### src/sv/rgb_image_psnr_top_macros.svh
// ---------------------------------------------------------------------------
// rgb_image_psnr_top_macros.svh
// Assertion macros used by the PSNR block top level.
// ---------------------------------------------------------------------------
`ifndef RGB_IMAGE_PSNR_TOP_MACROS_SVH
`define RGB_IMAGE_PSNR_TOP_MACROS_SVH

// Same-cycle implication, checked outside reset
`define RIP_ASSERT_IMP(lbl, ante, cons, msg) \
  lbl: assert property (@(posedge clk) disable iff (rst) (ante) |-> (cons)) else $error(msg);

// Next-cycle implication, checked outside reset
`define RIP_ASSERT_NXT(lbl, ante, cons, msg) \
  lbl: assert property (@(posedge clk) disable iff (rst) (ante) |=> (cons)) else $error(msg);

`endif

### src/sv/rip_lane.sv
// ---------------------------------------------------------------------------
// rip_lane
// One color lane: registered square of the absolute channel difference.
// ---------------------------------------------------------------------------
module rip_lane (
  input  logic        clk,
  input  logic        en,
  input  logic [7:0]  a,
  input  logic [7:0]  b,
  output logic [15:0] sq
);

  logic [7:0] diff;

  assign diff = (a >= b) ? (a - b) : (b - a);

  always_ff @(posedge clk) begin
    if (en) begin
      sq <= diff * diff;
    end
  end

endmodule

### config.mk
export PLATFORM = sky130hd
export DESIGN_NAME = rip_lane
export DESIGN_NICKNAME = d
export VERILOG_FILES = /design/src/sv/rgb_image_psnr_top_macros.svh /design/src/sv/rip_lane.sv
export SDC_FILE = /design/constraint.sdc
export NUM_CORES = 1
export LEC_CHECK = 0
export BUFFER_PORTS_ARGS = -buffer_cell sky130_fd_sc_hd__buf_2
export CORE_MARGIN = 2
export CORE_UTILIZATION = 50
export CTS_CLUSTER_SIZE = 25
export DETAILED_ROUTE_END_ITERATION = 8
export GPL_TIMING_DRIVEN = 0
export PLACE_DENSITY_LB_ADDON = 0.1
export SLEW_MARGIN = 25
export SYNTH_ARGS = -nofsm -noshare
export SYNTH_HDL_FRONTEND = slang
export SYNTH_SLANG_ARGS = --single-unit
### constraint.sdc
create_clock -name clk -period 9.4 [get_ports clk]
set_input_delay 1.88 -clock clk [delete_from_list [all_inputs] [get_ports clk]]
set_output_delay 1.88 -clock clk [all_outputs]
set_load 0.05 [all_outputs]
## Yosys cells after proc, flatten, opt, wreduce, memory -nomap -nowiden

Index checks and enable logic that the tools add are counted.

| word-level totals | value |
|---|---|
| bits in read-only memories | 0 |
| memory bits (writable) | 0 |
| latch bits | 0 |
| flip-flop bits (word level) | 16 |
| memories | 0 |

| operators by class | value |
|---|---|
| bitwise logic cells | 0 |
| $mul | 1 |
| shift operators | 0 |
| divide/modulo/power cells | 0 |
| add/subtract/negate cells | 2 |
| equality and inequality tests | 0 |
| order comparisons | 1 |
| mux-type cells | 1 |
| reduce and logical (&&, ||, !) cells | 0 |

Operator list:

| cell | number |
|---|---|
| 8-bit by 8-bit multiplier with 16-bit output | 1 |
| 8-bit subtractor | 2 |
| 8-bit >= comparator | 1 |
| 8-bit 2-to-1 mux | 1 |

## Longest topological paths before layout

| depth | value |
|---|---|
| depth in word-level cells | 3 |
| depth in mapped cells | 26 |

## Worst setup path before layout

Ideal clock, no wire load.

| timing path | value |
|---|---|
| path type | input to register |
| from | input a[0] |
| to | register sq[15], data pin |
| setup slack | 1.582 ns |
| required time | 9.137 ns |
| arrival time | 7.556 ns |
| stages | 22 |
| cell sequence | inv_1 -> ha_1 -> inv_1 -> fa_1 -> nand3_1 -> a311oi_2 -> a211oi_4 -> mux2i_1 -> xor2_1 -> nor2_1 -> fa_1 -> inv_1 -> fa_1 -> fa_1 -> fa_1 -> inv_1 -> ha_1 -> or4_1 -> o211ai_1 -> nor2_1 -> a311oi_1 -> xnor2_1 |

| on the way | value |
|---|---|
| word-level cells in the longest chain between the ends | 3 |
| elaborated cells on any way between the ends | 5 |

RTL lines:

| element | RTL line | RTL |
|---|---|---|
| from (decl) | rip_lane.sv:8 | `input logic [7:0] a,` |
| 8-bit subtractor / 8-bit >= comparator (equally long branches) | rip_lane.sv:15 | `assign diff = (a >= b) ? (a - b) : (b - a);` |
| 8-bit 2-to-1 mux (*) | rip_lane.sv:15 |  |
| 8-bit by 8-bit multiplier with 16-bit output (*) | rip_lane.sv:19 | `sq <= diff * diff;` |
| to (signal assigned) | rip_lane.sv:19 |  |
| to (decl) | rip_lane.sv:10 | `output logic [15:0] sq` |

Mark *: on every way between the ends. The rest lies on a longest branch, timed or not.
A chain may end at the register's enable or synchronous reset.

## Worst setup path in the final report

Ends and elaborated chain as after synthesis.

==> summary.md <==
| Metric | Value |
|---|---|
| Slowest Stage Delay on Critical Path | `around 0.59 ns` |
| Total of cells resized after clock tree synthesis | `0` |
| Number of cell rows | `27` |
| Fraction of the yosys area taken by sequential cells | `approximately 16%` |
| Wire length per cell after detailed routing | `roughly 11 um` |
| Area of the die | `roughly 0.0063 mm2` |
| Fin Setup TNS | `0 ns` |
| Most area-consuming cells after synthesis | `sky130_fd_sc_hd__ha_1 (20%), sky130_fd_sc_hd__fa_1 (18%), sky130_fd_sc_hd__edfxtp_1 (16%)` |
| Avg Cell Area, Syn | `9.16 um2` |
| Maximum net fanout on the critical path | `10` |
| Horizontal die dimension | `between 70 and 80 um` |
| Delay-heaviest family, CP | `adder cells` |
| Via count of the first global-routing pass | `about 2,000` |
| Post-Synthesis Cells | `a little over 300` |
| RSZ-0062 raised after global routing | `no` |
| Number of setup violations in the final report | `0` |
| Vert. Die Dim | `between 70 and 80 um` |
| Post-synth cell types | `45` |
| Clock transition at the register clock pins on the worst setup and hold paths after CTS | `about 0.060 ns` |
| Top Ports | `34` |
| Period utilization | `about nine tenths` |
| Synth Cell Area | `~0.0028 mm2` |
| Startpoint kind of the worst setup timing path | `input port` |
| Wire length of the first global-routing pass | `roughly 8.7 mm` |
| Layout cells sized above 1 | `between 10% and 20%` |
| Dominant cell type by count on the critical path | `sky130_fd_sc_hd__fa_1` |
| Yosys warning count | `0` |
| Status | `completed` |
| Number of buffers created by CTS | `3` |
| Area growth from synthesis to layout | `10.5%` |
| CTS Buffer Depth | `2` |
| Sum of overflow across all layers after global routing | `0` |
| Total of fill cells in the finished design | `542` |
| Most frequent standard cell in the layout excluding fill and tap cells | `sky130_fd_sc_hd__inv_1` |
| Worst hold-check path type | `input port to register` |
| Minimum clock period | `between 8 and 9 ns` |
| Antenna violations before repair | `0` |
| Pins over their slew limit | `0` |
| Post-detailed-placement half-perimeter wirelength | `approximately 4.1 mm` |
| Worst path slowest cell | `sky130_fd_sc_hd__xor2_1` |
| Biggest regs | `sq (15)` |
| Overall track demand over capacity in global routing | `between 10% and 20%` |
| Critical path buffers and inverters | `5` |
| Required time of the worst setup path | `between 9 and 10 ns` |
| Multi-input logic area | `between 0.002 and 0.0025 mm2` |
| Routability Congestion | `0.857` |
| Largest net degree at the start of global routing | `16` |
| Crit path kind | `input port to register` |
| Drt via density | `5.01` |
| Max FFs per register | `15` |
| Commonest non-fill, non-tap cells in the layout | `sky130_fd_sc_hd__inv_1 (56), sky130_fd_sc_hd__ha_1 (46), sky130_fd_sc_hd__buf_2 (35), sky130_fd_sc_hd__nor2_1 (33), sky130_fd_sc_hd__fa_1 (25)` |
| Maximum level of the CTS H-tree | `1` |
| Net count after synthesis | `397` |
| Number of maximum-capacitance constraint violations | `0` |
| Area taken by flip-flops and latches | `between 400 and 500 um2` |
| Fin. Hold Viols | `0` |
| WHS Endpoint | `sq[3]` |
| Final WL | `between 4 and 5 mm` |
| Hold path cells | `1` |
| DRT antenna net count | `0` |
| Core area | `roughly 0.0055 mm2` |
| Clock tree from TritonCTS | `yes` |
| CP cell instances | `buf_2 > inv_1 > ha_1 > inv_1 > fa_1 > nand3_1 > a311oi_2 > a211oi_4 > mux2i_1 > xor2_1 > nor2_1 > fa_1 > inv_1 > fa_1 > fa_1 > fa_1 > inv_1 > ha_1 > or4_1 > o211ai_1 > nor2_1 > a311oi_1 > xnor2_1` |
| Post-CTS Setup Bufs | `0` |
| Synth Register Bits | `15` |
| Initial core utilization | `51.5%` |
| # nets final | `between 400 and 500` |
| Root buffer cell | `sky130_fd_sc_hd__clkbuf_8` |
| Transition time at the pin with the least slew margin | `around 0.7 ns` |
| First drt pass iteration count | `5` |
| F_max | `about 0.12 GHz` |
| Ys flop type | `sky130_fd_sc_hd__edfxtp_1` |
| Final worst-path setup slack | `between 1 and 1.5 ns` |
| Relative slew slack | `53.3%` |
| Top cell type's share of synthesized area | `about a fifth` |
| Violation count after the first detailed-route iteration | `48` |
| Largest area contributor in the netlist | `sky130_fd_sc_hd__ha_1` |
| Arrival @ worst endpoint | `a little over 8 ns` |
| Element type at the critical path end | `register` |
| Number of sinks handled by clock tree synthesis | `15` |
| DRC errors left | `0` |
| Placed cell area | `a little over 0.003 mm2` |
| Largest reg by FF count | `sq` |
| Number of buffers added to fix hold violations after cts | `0` |
| Finished Cell Area | `0.00312 mm2` |
| Vias post-DR | `between 2,000 and 2,500` |
| Worst slack at placement | `approximately 0.80 ns` |
| Antenna cells | `0` |
| Number of enable flip-flop cells after synthesis | `15` |
| Worst hold path startpoint | `en` |
| IO buf count | `32` |
| Share of synthesized flip-flops with an asynchronous set or reset | `0%` |
| Setup crit start | `a[0]` |
-- routing by layer --
metal / track usage, % / routed length [um] / vias to the layer above / part of all wire (%)
li1: - / - / 1072 / -
met1: 22.7 / 2290 / 970 / 48
met2: 29.9 / 2290 / 38 / 48
met3: 0.795 / 129 / 4 / 2.7
met4: 4.83 / 40 / 0 / 0.84
met5: 0 / 0 / - / 0
-- layout make-up --
type	instances	area share, %
multi-input cells	229	67.6
flip-flops and latches	15	14.5
inverters	56	6.75
repair buffers	32	5.14
well taps	72	2.89
plain buffers	8	1.69
clock buffers	4	1.45
-- cells in the mapped netlist (all sizes together) (2+ instances only) --
cell / n
a21o: 7
a21oi: 20
a311oi: 2
and2: 2
buf: 6
clkbuf: 2
edfxtp: 15
fa: 25
ha: 46
inv: 56
mux2i: 6
nand2: 17
nand3: 2
nand3b: 2
nand4: 3
nor2: 35
nor2b: 6
nor3: 2
o21a: 3
o21ai: 6
o21bai: 4
or2: 2
xnor2: 19
xor2: 8
-- logic make-up after synthesis --
logic type / Yosys count / share of synthesized area [%]
and+or+nand+nor: 75 / 12.2
adders and majority gates: 71 / 38.2
buffers and inverters: 64 / 9.32
AOI/OAI and AO/OA: 48 / 11.9
xor gates and xnor gates: 27 / 9.58
DFF: 15 / 16.0
muxes: 7 / 2.79
other: 1 / 0.133
-- per-stage QoR --
| stage | util, % | instances | hold slack [ns] |
|---|---|---|---|
| 2_1_floorplan | - | 308 | 1.99 |
| 3_3_place_gp | 56.1 | 412 | 2.30 |
| 3_5_place_dp | 56.1 | 412 | 2.30 |
| 4_1_cts | 56.9 | 416 | 2.05 |
| 5_1_grt | 56.9 | 416 | 2.07 |
| 6_report | 56.9 | 416 | 2.04 |
-- worst max path at each step --
stage / to / slack (ns) / cells past startpoint
after floorplan: sq[15] / 1.58 / 22
final: sq[15] / 1.11 / 23
after CTS: sq[15] / 1.05 / 23
after global placement: sq[15] / 0.87 / 23
after detailed placement: sq[15] / 0.80 / 23
after global routing: sq[15] / 0.68 / 23
Power is not shown: default switching activity piles up to over one toggle a cycle in this logic, so the estimate is an artifact.
