## src/sv/rgb_image_psnr_top_macros.svh

```systemverilog
// ---------------------------------------------------------------------------
// rgb_image_psnr_top_macros.svh
// Assertion macros used by the PSNR block top level.
// ---------------------------------------------------------------------------
`ifndef RGB_IMAGE_PSNR_TOP_MACROS_SVH
`define RGB_IMAGE_PSNR_TOP_MACROS_SVH

// Same-cycle implication, checked outside reset
`define RIP_ASSERT_IMP(lbl, ante, cons, msg) \
  lbl: assert property (@(posedge clk) disable iff (rst) (ante) |-> (cons)) else $error(msg);

// Next-cycle implication, checked outside reset
`define RIP_ASSERT_NXT(lbl, ante, cons, msg) \
  lbl: assert property (@(posedge clk) disable iff (rst) (ante) |=> (cons)) else $error(msg);

`endif

```

## src/sv/rip_pkg.sv

```systemverilog
// ---------------------------------------------------------------------------
// rip_pkg
// Shared types and constants of the RGB image PSNR block.
// ---------------------------------------------------------------------------
package rip_pkg;

  localparam int SSE_W   = 42;
  localparam int COUNT_W = 25;
  localparam int DIM_W   = 13;
  localparam int LOGX_W  = 43;  // count * 195075 fits in 43 bits

  // Register indexes
  localparam logic REG_WIDTH  = 1'b0;
  localparam logic REG_HEIGHT = 1'b1;

  // 255 * 255 * 3
  localparam logic [17:0] PEAK_SQ_CH = 18'd195075;

  // 2560 * log10(2) with 24 fraction bits, split for two partial products
  localparam logic [33:0] DB_PER_OCT = 34'd12929139865;
  localparam logic [16:0] DB_LO      = DB_PER_OCT[16:0];
  localparam logic [16:0] DB_HI      = DB_PER_OCT[33:17];

  typedef enum logic [2:0] {
    ST_IDLE,
    ST_PROD,
    ST_NORM,
    ST_SQUARE,
    ST_CMP,
    ST_MUL_LO,
    ST_MUL_HI,
    ST_DONE
  } log_state_t;

  // End-of-image request to the log unit
  typedef struct packed {
    logic               valid;
    logic [SSE_W-1:0]   sse;
    logic [COUNT_W-1:0] count;
  } start_t;

  // Finished result from the log unit
  typedef struct packed {
    logic             valid;
    logic [15:0]      psnr;
    logic             identical;
    logic [SSE_W-1:0] sse;
  } result_t;

endpackage

```

## src/sv/rip_log.sv

```systemverilog
// ---------------------------------------------------------------------------
// rip_log
// Per-image PSNR unit: two log2 evaluations by normalize and repeated
// squaring on one shared 32x32 multiplier, then dB scaling.
// ---------------------------------------------------------------------------
module rip_log (
  input  logic             clk,
  input  logic             rst,
  input  rip_pkg::start_t  start,
  input  logic             res_ready,
  output rip_pkg::result_t res
);

  rip_pkg::log_state_t state, state_next;

  logic [rip_pkg::LOGX_W-1:0]  x;
  logic [5:0]                  e;
  logic [31:0]                 m;
  logic [31:0]                 frac;
  logic [4:0]                  iter;
  logic                        phase;
  logic [37:0]                 ln;
  logic [37:0]                 ld;
  logic [rip_pkg::SSE_W-1:0]   sse_hold;
  logic [rip_pkg::COUNT_W-1:0] count_hold;
  logic [30:0]                 l24;
  logic [47:0]                 p_lo;
  logic [47:0]                 p_hi;
  logic [15:0]                 psnr;
  logic                        ident;

  logic [63:0] sq;
  logic [32:0] t;
  logic [31:0] frac_next;
  logic [38:0] l_rnd;
  logic [65:0] total;
  logic [17:0] r;

  assign sq        = m * m;
  assign t         = sq[63:31];
  assign frac_next = {frac[30:0], t[32]};
  assign l_rnd     = {1'b0, ln - ld} + 39'd128;
  assign total     = {18'd0, p_lo} + {1'b0, p_hi, 17'd0} + (66'd1 << 47);
  assign r         = total[65:48];

  // State register
  always_ff @(posedge clk) begin
    if (rst) begin
      state <= rip_pkg::ST_IDLE;
    end else begin
      state <= state_next;
    end
  end

  // Next state and result handshake
  always_comb begin
    state_next    = state;
    res.valid     = 1'b0;
    res.psnr      = psnr;
    res.identical = ident;
    res.sse       = sse_hold;
    unique case (state)
      rip_pkg::ST_IDLE: begin
        if (start.valid) begin
          state_next = (start.sse == '0) ? rip_pkg::ST_DONE : rip_pkg::ST_PROD;
        end
      end
      rip_pkg::ST_PROD:   state_next = rip_pkg::ST_NORM;
      rip_pkg::ST_NORM: begin
        if (x[rip_pkg::LOGX_W-1]) state_next = rip_pkg::ST_SQUARE;
      end
      rip_pkg::ST_SQUARE: begin
        if (iter == 5'd31) begin
          state_next = phase ? rip_pkg::ST_CMP : rip_pkg::ST_NORM;
        end
      end
      rip_pkg::ST_CMP: begin
        state_next = (ld >= ln) ? rip_pkg::ST_DONE : rip_pkg::ST_MUL_LO;
      end
      rip_pkg::ST_MUL_LO: state_next = rip_pkg::ST_MUL_HI;
      rip_pkg::ST_MUL_HI: state_next = rip_pkg::ST_DONE;
      rip_pkg::ST_DONE: begin
        // psnr is final once the scaled value has been written
        res.valid = ident || (ld >= ln);
        if (res.valid && res_ready) state_next = rip_pkg::ST_IDLE;
      end
      default: state_next = rip_pkg::ST_IDLE;
    endcase
  end

  // Datapath
  always_ff @(posedge clk) begin
    unique case (state)
      rip_pkg::ST_IDLE: begin
        sse_hold   <= start.sse;
        count_hold <= start.count;
        psnr       <= 16'hFFFF;
        ident      <= (start.sse == '0);
      end
      rip_pkg::ST_PROD: begin
        x     <= count_hold * rip_pkg::PEAK_SQ_CH;
        e     <= 6'(rip_pkg::LOGX_W - 1);
        phase <= 1'b0;
      end
      rip_pkg::ST_NORM: begin
        // one bit of normalization per cycle
        if (x[rip_pkg::LOGX_W-1]) begin
          m    <= x[rip_pkg::LOGX_W-1 -: 32];
          iter <= '0;
          frac <= '0;
        end else begin
          x <= {x[rip_pkg::LOGX_W-2:0], 1'b0};
          e <= e - 6'd1;
        end
      end
      rip_pkg::ST_SQUARE: begin
        m    <= t[32] ? t[32:1] : t[31:0];
        frac <= frac_next;
        iter <= iter + 5'd1;
        if (iter == 5'd31) begin
          if (phase) begin
            ld <= {e, frac_next};
          end else begin
            ln    <= {e, frac_next};
            x     <= {1'b0, sse_hold};
            e     <= 6'(rip_pkg::LOGX_W - 1);
            phase <= 1'b1;
          end
        end
      end
      rip_pkg::ST_CMP: begin
        l24 <= l_rnd[38:8];
        if (ld >= ln) psnr <= '0;
      end
      rip_pkg::ST_MUL_LO: p_lo <= l24 * rip_pkg::DB_LO;
      rip_pkg::ST_MUL_HI: p_hi <= l24 * rip_pkg::DB_HI;
      rip_pkg::ST_DONE: begin
        if (!ident && (ld < ln)) begin
          psnr <= (r > 18'd65535) ? 16'hFFFF : r[15:0];
          ident <= 1'b0;
          ld    <= ln;  // marks psnr as final and holds it while waiting
        end
      end
      default: ;
    endcase
  end

endmodule

```

## config.mk

```make
export PLATFORM = sky130hd
export DESIGN_NAME = rip_log
export DESIGN_NICKNAME = d
export VERILOG_FILES = /design/src/sv/rgb_image_psnr_top_macros.svh /design/src/sv/rip_pkg.sv /design/src/sv/rip_log.sv
export SDC_FILE = /design/constraint.sdc
export NUM_CORES = 2
export LEC_CHECK = 0
export BUFFER_PORTS_ARGS = -buffer_cell sky130_fd_sc_hd__buf_2
export CAP_MARGIN = 20
export CORE_ASPECT_RATIO = 1.25
export CORE_MARGIN = 5
export CORE_UTILIZATION = 65
export DETAILED_ROUTE_END_ITERATION = 7
export MAX_ROUTING_LAYER = met4
export PLACE_DENSITY = 0.89
export SLEW_MARGIN = 20
export SYNTH_ARGS = -nofsm -noshare
export SYNTH_HDL_FRONTEND = slang
export SYNTH_SLANG_ARGS = --single-unit
export TNS_END_PERCENT = 20
```

## constraint.sdc

```tcl
create_clock -name clk -period 24 [get_ports clk]
set_input_delay 3.6 -clock clk [delete_from_list [all_inputs] [get_ports clk]]
set_output_delay 3.6 -clock clk [all_outputs]
set_load 0.02 [all_outputs]
```

# Word level (Yosys, flattened, before mapping)
# Index checks and enable logic that the tools add are counted.
[op_classes] add_sub_neg=6 mul=4 magnitude_cmp=3 n_eq_ne=17 mux=36 bitwise_logic=1 reduce_logical=21
[ops] operator="43-bit 2-to-1 mux" n=3
[ops] operator="43-bit case mux with 3 select lines" n=1
[ops] operator="38-bit 2-to-1 mux" n=3
[ops] operator="31-bit by 17-bit multiplier with 48-bit output, second input constant" n=2
[ops] operator="38-bit case mux with 2 select lines" n=1
[ops] operator="48-bit by 65-bit adder with 66-bit output" n=1
[ops] operator="66-bit by 48-bit adder with 66-bit output, second input constant" n=1
[ops] operator="32-bit by 32-bit multiplier with 64-bit output" n=1
[ops] operator="32-bit 2-to-1 mux" n=2
[ops] operator="32-bit case mux with 2 select lines" n=1
[ops] operator="31-bit case mux with 2 select lines" n=1
[ops] operator="16-bit 2-to-1 mux" n=3
[ops] operator="16-bit case mux with 3 select lines" n=1
[ops] operator="25-bit by 18-bit multiplier with 43-bit output, second input constant" n=1
[ops] operator="42-bit zero test" n=1
[ops] operator="38-bit by 8-bit adder with 39-bit output, second input constant" n=1
[ops] operator="38-bit greater-or-equal comparator" n=1
[ops] operator="38-bit less-than comparator" n=1
[ops] operator="38-bit subtractor" n=1
[ops] operator="31-bit 2-to-1 mux" n=1
[ops] operator="3-bit case mux with 8 select lines" n=1
[ops] operator="18-bit by 16-bit > comparator with 1-bit output, second input constant" n=1
[ops] operator="3-bit 2-to-1 mux" n=6
[ops] operator="6-bit 2-to-1 mux" n=3
[ops] operator="other kinds (23)" n=49
[totals] register_bits=408 inputBits=71 out_inout_bits=60 elab_cells=105

# Depth between registers and ports, before layout
[depth] ltp_word=6 mapped_depth=34 depth_no_buf=31

# Least setup slack after synthesis
# Ideal clock, no wire load.
[synth_path] path_kind="register to register" start="register m[2]" end="register m[29], data pin" setup_ns=0.268 t_arrival_ns=8.229 t_required_ns=23.732 slack_ns=15.503 stages_incl_launch_ff=30 path_buffers=2 period_less_slack_ns=8.497 cell_sequence="edfxtp_1 clkbuf_1 buf_1 nand2_1 fa_1 inv_1 fa_1 fa_1 inv_1 fa_1 inv_1 fa_1 fa_1 fa_1 inv_1 fa_1 inv_1 ha_1 nand3_1 or3_1 o41ai_1 o211ai_1 and3_1 a211o_1 o32ai_2 xor2_2 inv_2 and3_1 o211ai_1 nand4b_1"
[synth_via] elab_chain_cells=3
[synth_lines] element="from (decl)" line="rip_log.sv:18" rtl="logic [31:0] m;"
[synth_lines] element="from (signal assigned)" line="rip_log.sv:108" rtl="m <= x[rip_pkg::LOGX_W-1 -: 32];"
[synth_lines] element="from (signal assigned)" line="rip_log.sv:117" rtl="m <= t[32] ? t[32:1] : t[31:0];"
[synth_lines] element="32-bit by 32-bit multiplier with 64-bit output" line="rip_log.sv:39" rtl="assign sq = m * m;"
[synth_lines] element="32-bit 2-to-1 mux" line="rip_log.sv:117"
[synth_lines] element="32-bit case mux with 2 select lines" line="rip_log.sv:93" rtl="unique case (state)"
# Every way passes these cells.
# A chain may end at the register's enable or synchronous reset.

# Worst setup path in the final report
[layout_path] start="register m[9]" end="register m[29], data pin"
# The elaborated chain is that of the path after synthesis.

==> flow_summary.ini <==
[status]
status = complete, but fails checks
violations = DRC

[global_route]
use_met2 = 0.561
grt_pass1_vias = 54700
top_usage_layer = met2
met3_usage = 0.0531
grt.total_usage = 0.322
grt_max_degree = 69
grt_pass1_wl_microns = 276000
use_met1 = 0.358
antenna_found_initial = 4
grt_overflow = 0

[synth]
synthFlopType = edfxtp_1
synth.distinct_cells = 92
synth_edf_count = 388
async_flop_share = 0
yosysTopAreaCellShare = 0.333
synth_nets = 8877
syn_inst = 6654
yosys_warnings = 0
postSynthAreaPerCell_sq_um = 10.2
netlist_area_sq_um = 68000
synth_area_leaders = fa_1 33%, ha_1 19%, edfxtp_1 17%
ys_ff_latch = 391
synth_top_area_cell = fa_1
seq_area_frac_synth = 0.172

[cells_and_area]
nets = 8933
mostFrequentLayoutCell = inv_1
multiInputGateArea_sq_um = 49300
final_util = 0.690
fin_cells = 8087
drive_gt1_frac = 0.0522
fillers = 7161
ff_latch_area_sq_um = 11700
area_delta_synth_final_pct = 5.26
final_cell_mix = 1685 x inv_1, 1130 x fa_1, 1022 x ha_1

[cts]
cts_tree = yes
root_buffer = clkbuf_16
clock_insertion_delay_worst_skew_ns = 0.64
clock_sink_count = 391
clk_pin_slew_ns = 0.07
htreeDepth = 2
clock_path_buffers = 3
cts_resized = 0
hold_buffers = 0
numCtsBuffers = 44
post-cts-setup-buffer-count = 0

[timing]
rsz0062_at_grt = false
min_period_ns = 10.25
relSlewSlack = 0.342
clock_skew_ns = 0.0683
report.final.hold_viol_count = 0
tightest_slew_ns = 0.981
whs_ns = 0.444
fmax_mhz = 97.6
fin_crit_sh = 0.427
fin_setup_tns_ns = 0
setup_viol = 0
slew_viol_final = 0

[die]
dieArea_sq_um = 111000
rows = 132
initial_core_util = 0.655
fp.dieW_microns = 299
coreArea_sq_um = 104000
io_pins = 131
die_h_microns = 371

[routing]
wl_per_cell_microns = 20.9
routed_wl_microns = 169000
ant_nets = 0
drtIter0Drc = 3734
via_per_inst = 5.99
dr_total_vias = 48400
dr.pass1.iters = 8
drc = 1

[critical_path]
critPathCaptureType = flop
critPathSlowestCell = fa_1
worst_setup_path_start_kind = flop
critPathKind = reg -> reg
cpPeakStageDelay_ns = 0.58
worstPathArrival_ns = 10.63
crit_path_frequent_cell = fa_1
worst_ep_required_time_ns = 24.38
cp_max_fo = 37

[run]
maxCapViolations = 0

[placement]
dp.cells = 8003
io_buffers = 130
place_hpwl_microns = 135000
gp_congestion = 0.993

[min_path]
hold_path_class = reg -> reg
per-stage QoR:
stage	worst slack (ns)	instance area, sq um
6_report	13.75	71500
4_1_cts	13.91	71500
3_3_place_gp	14.04	70000
5_1_grt	13.39	71500
3_5_place_dp	13.95	70000
2_1_floorplan	15.50	68000
flip-flops by register name (all words and copies together), names as in the netlist:
signal,cells
p_hi,48
x,43
sse_hold,42
ld,38
ln,38
m,32
frac,31
l24,31
p_lo,31
count_hold,25
psnr,16
e,6
iter,5
state,3
ident,1
phase,1
metal layers:
| layer | wire (microns) | share of wire |
|---|---|---|
| met4 | 11100 | 0.066 |
| met3 | 13800 | 0.081 |
| met5 | 0 | 0 |
| met1 | 58300 | 0.34 |
| met2 | 85900 | 0.51 |
critical path: cells and delay by family, from the launching register on:
kind / cells / cell delay (ns)
xor+xnor: 2 / 0.29
compound gates: 6 / 1.68
flops: 1 / 0.33
simple gates: 6 / 1.56
fa+ha+maj: 9 / 4.23
buf+inv: 8 / 1.86
cells in the mapped netlist (all sizes together), types with 12 or more instances:
| cell | number |
|---|---|
| a211oi | 24 |
| a21o | 118 |
| a21oi | 202 |
| a22oi | 32 |
| a31o | 15 |
| a31oi | 33 |
| and2 | 247 |
| and3 | 65 |
| and4 | 13 |
| buf | 12 |
| clkbuf | 154 |
| edfxtp | 388 |
| fa | 1130 |
| ha | 1022 |
| inv | 1688 |
| mux2 | 39 |
| mux2i | 25 |
| nand2 | 401 |
| nand2b | 25 |
| nand3 | 60 |
| nand4 | 39 |
| nor2 | 181 |
| nor2b | 29 |
| nor3 | 39 |
| nor4 | 20 |
| o211ai | 14 |
| o21a | 30 |
| o21ai | 149 |
| o21bai | 28 |
| o31ai | 19 |
| or2 | 15 |
| or3 | 15 |
| xnor2 | 138 |
| xor2 | 101 |
cells by family (layout without fill, tap and decap cells):
family          after synthesis  after routing  synth area share
fa+ha+maj                  2152           2152             0.521
buf+inv                    1859           1950             0.103
other cells                   0              2                 0
compound gates              780            780            0.0763
simple gates               1169           1169            0.0861
flops                       391            391             0.172
mux                          64             64            0.0101
xor+xnor                    239            239            0.0311
final cells by class:
| cell class | instances | share of cell area |
|---|---|---|
| sequential | 391 | 0.164 |
| tap | 1340 | 0.0234 |
| timing repair buffer | 176 | 0.0141 |
| clock buffer | 47 | 0.0156 |
| antenna | 2 | 0.0000700 |
| inverter | 1693 | 0.0889 |
| clock inverter | 34 | 0.00507 |
| multi-input combinational | 4404 | 0.689 |
final timing paths:
check	depth (start not counted)	slack (ns)	start	endpoint
worst max-delay path	31	13.75	m[9]$_DFFE_PP_	m[29]$_DFFE_PP_
worst min-delay path	0	0.44	frac[30]$_SDFFCE_PN0P_	ln[31]$_DFFE_PP_
worst max register to register	31	13.75	m[9]$_DFFE_PP_	m[29]$_DFFE_PP_
worst min register to register	0	0.44	frac[30]$_SDFFCE_PN0P_	ln[31]$_DFFE_PP_
Power is not shown: default switching activity piles up to over one toggle a cycle in this logic, so the estimate is an artifact.
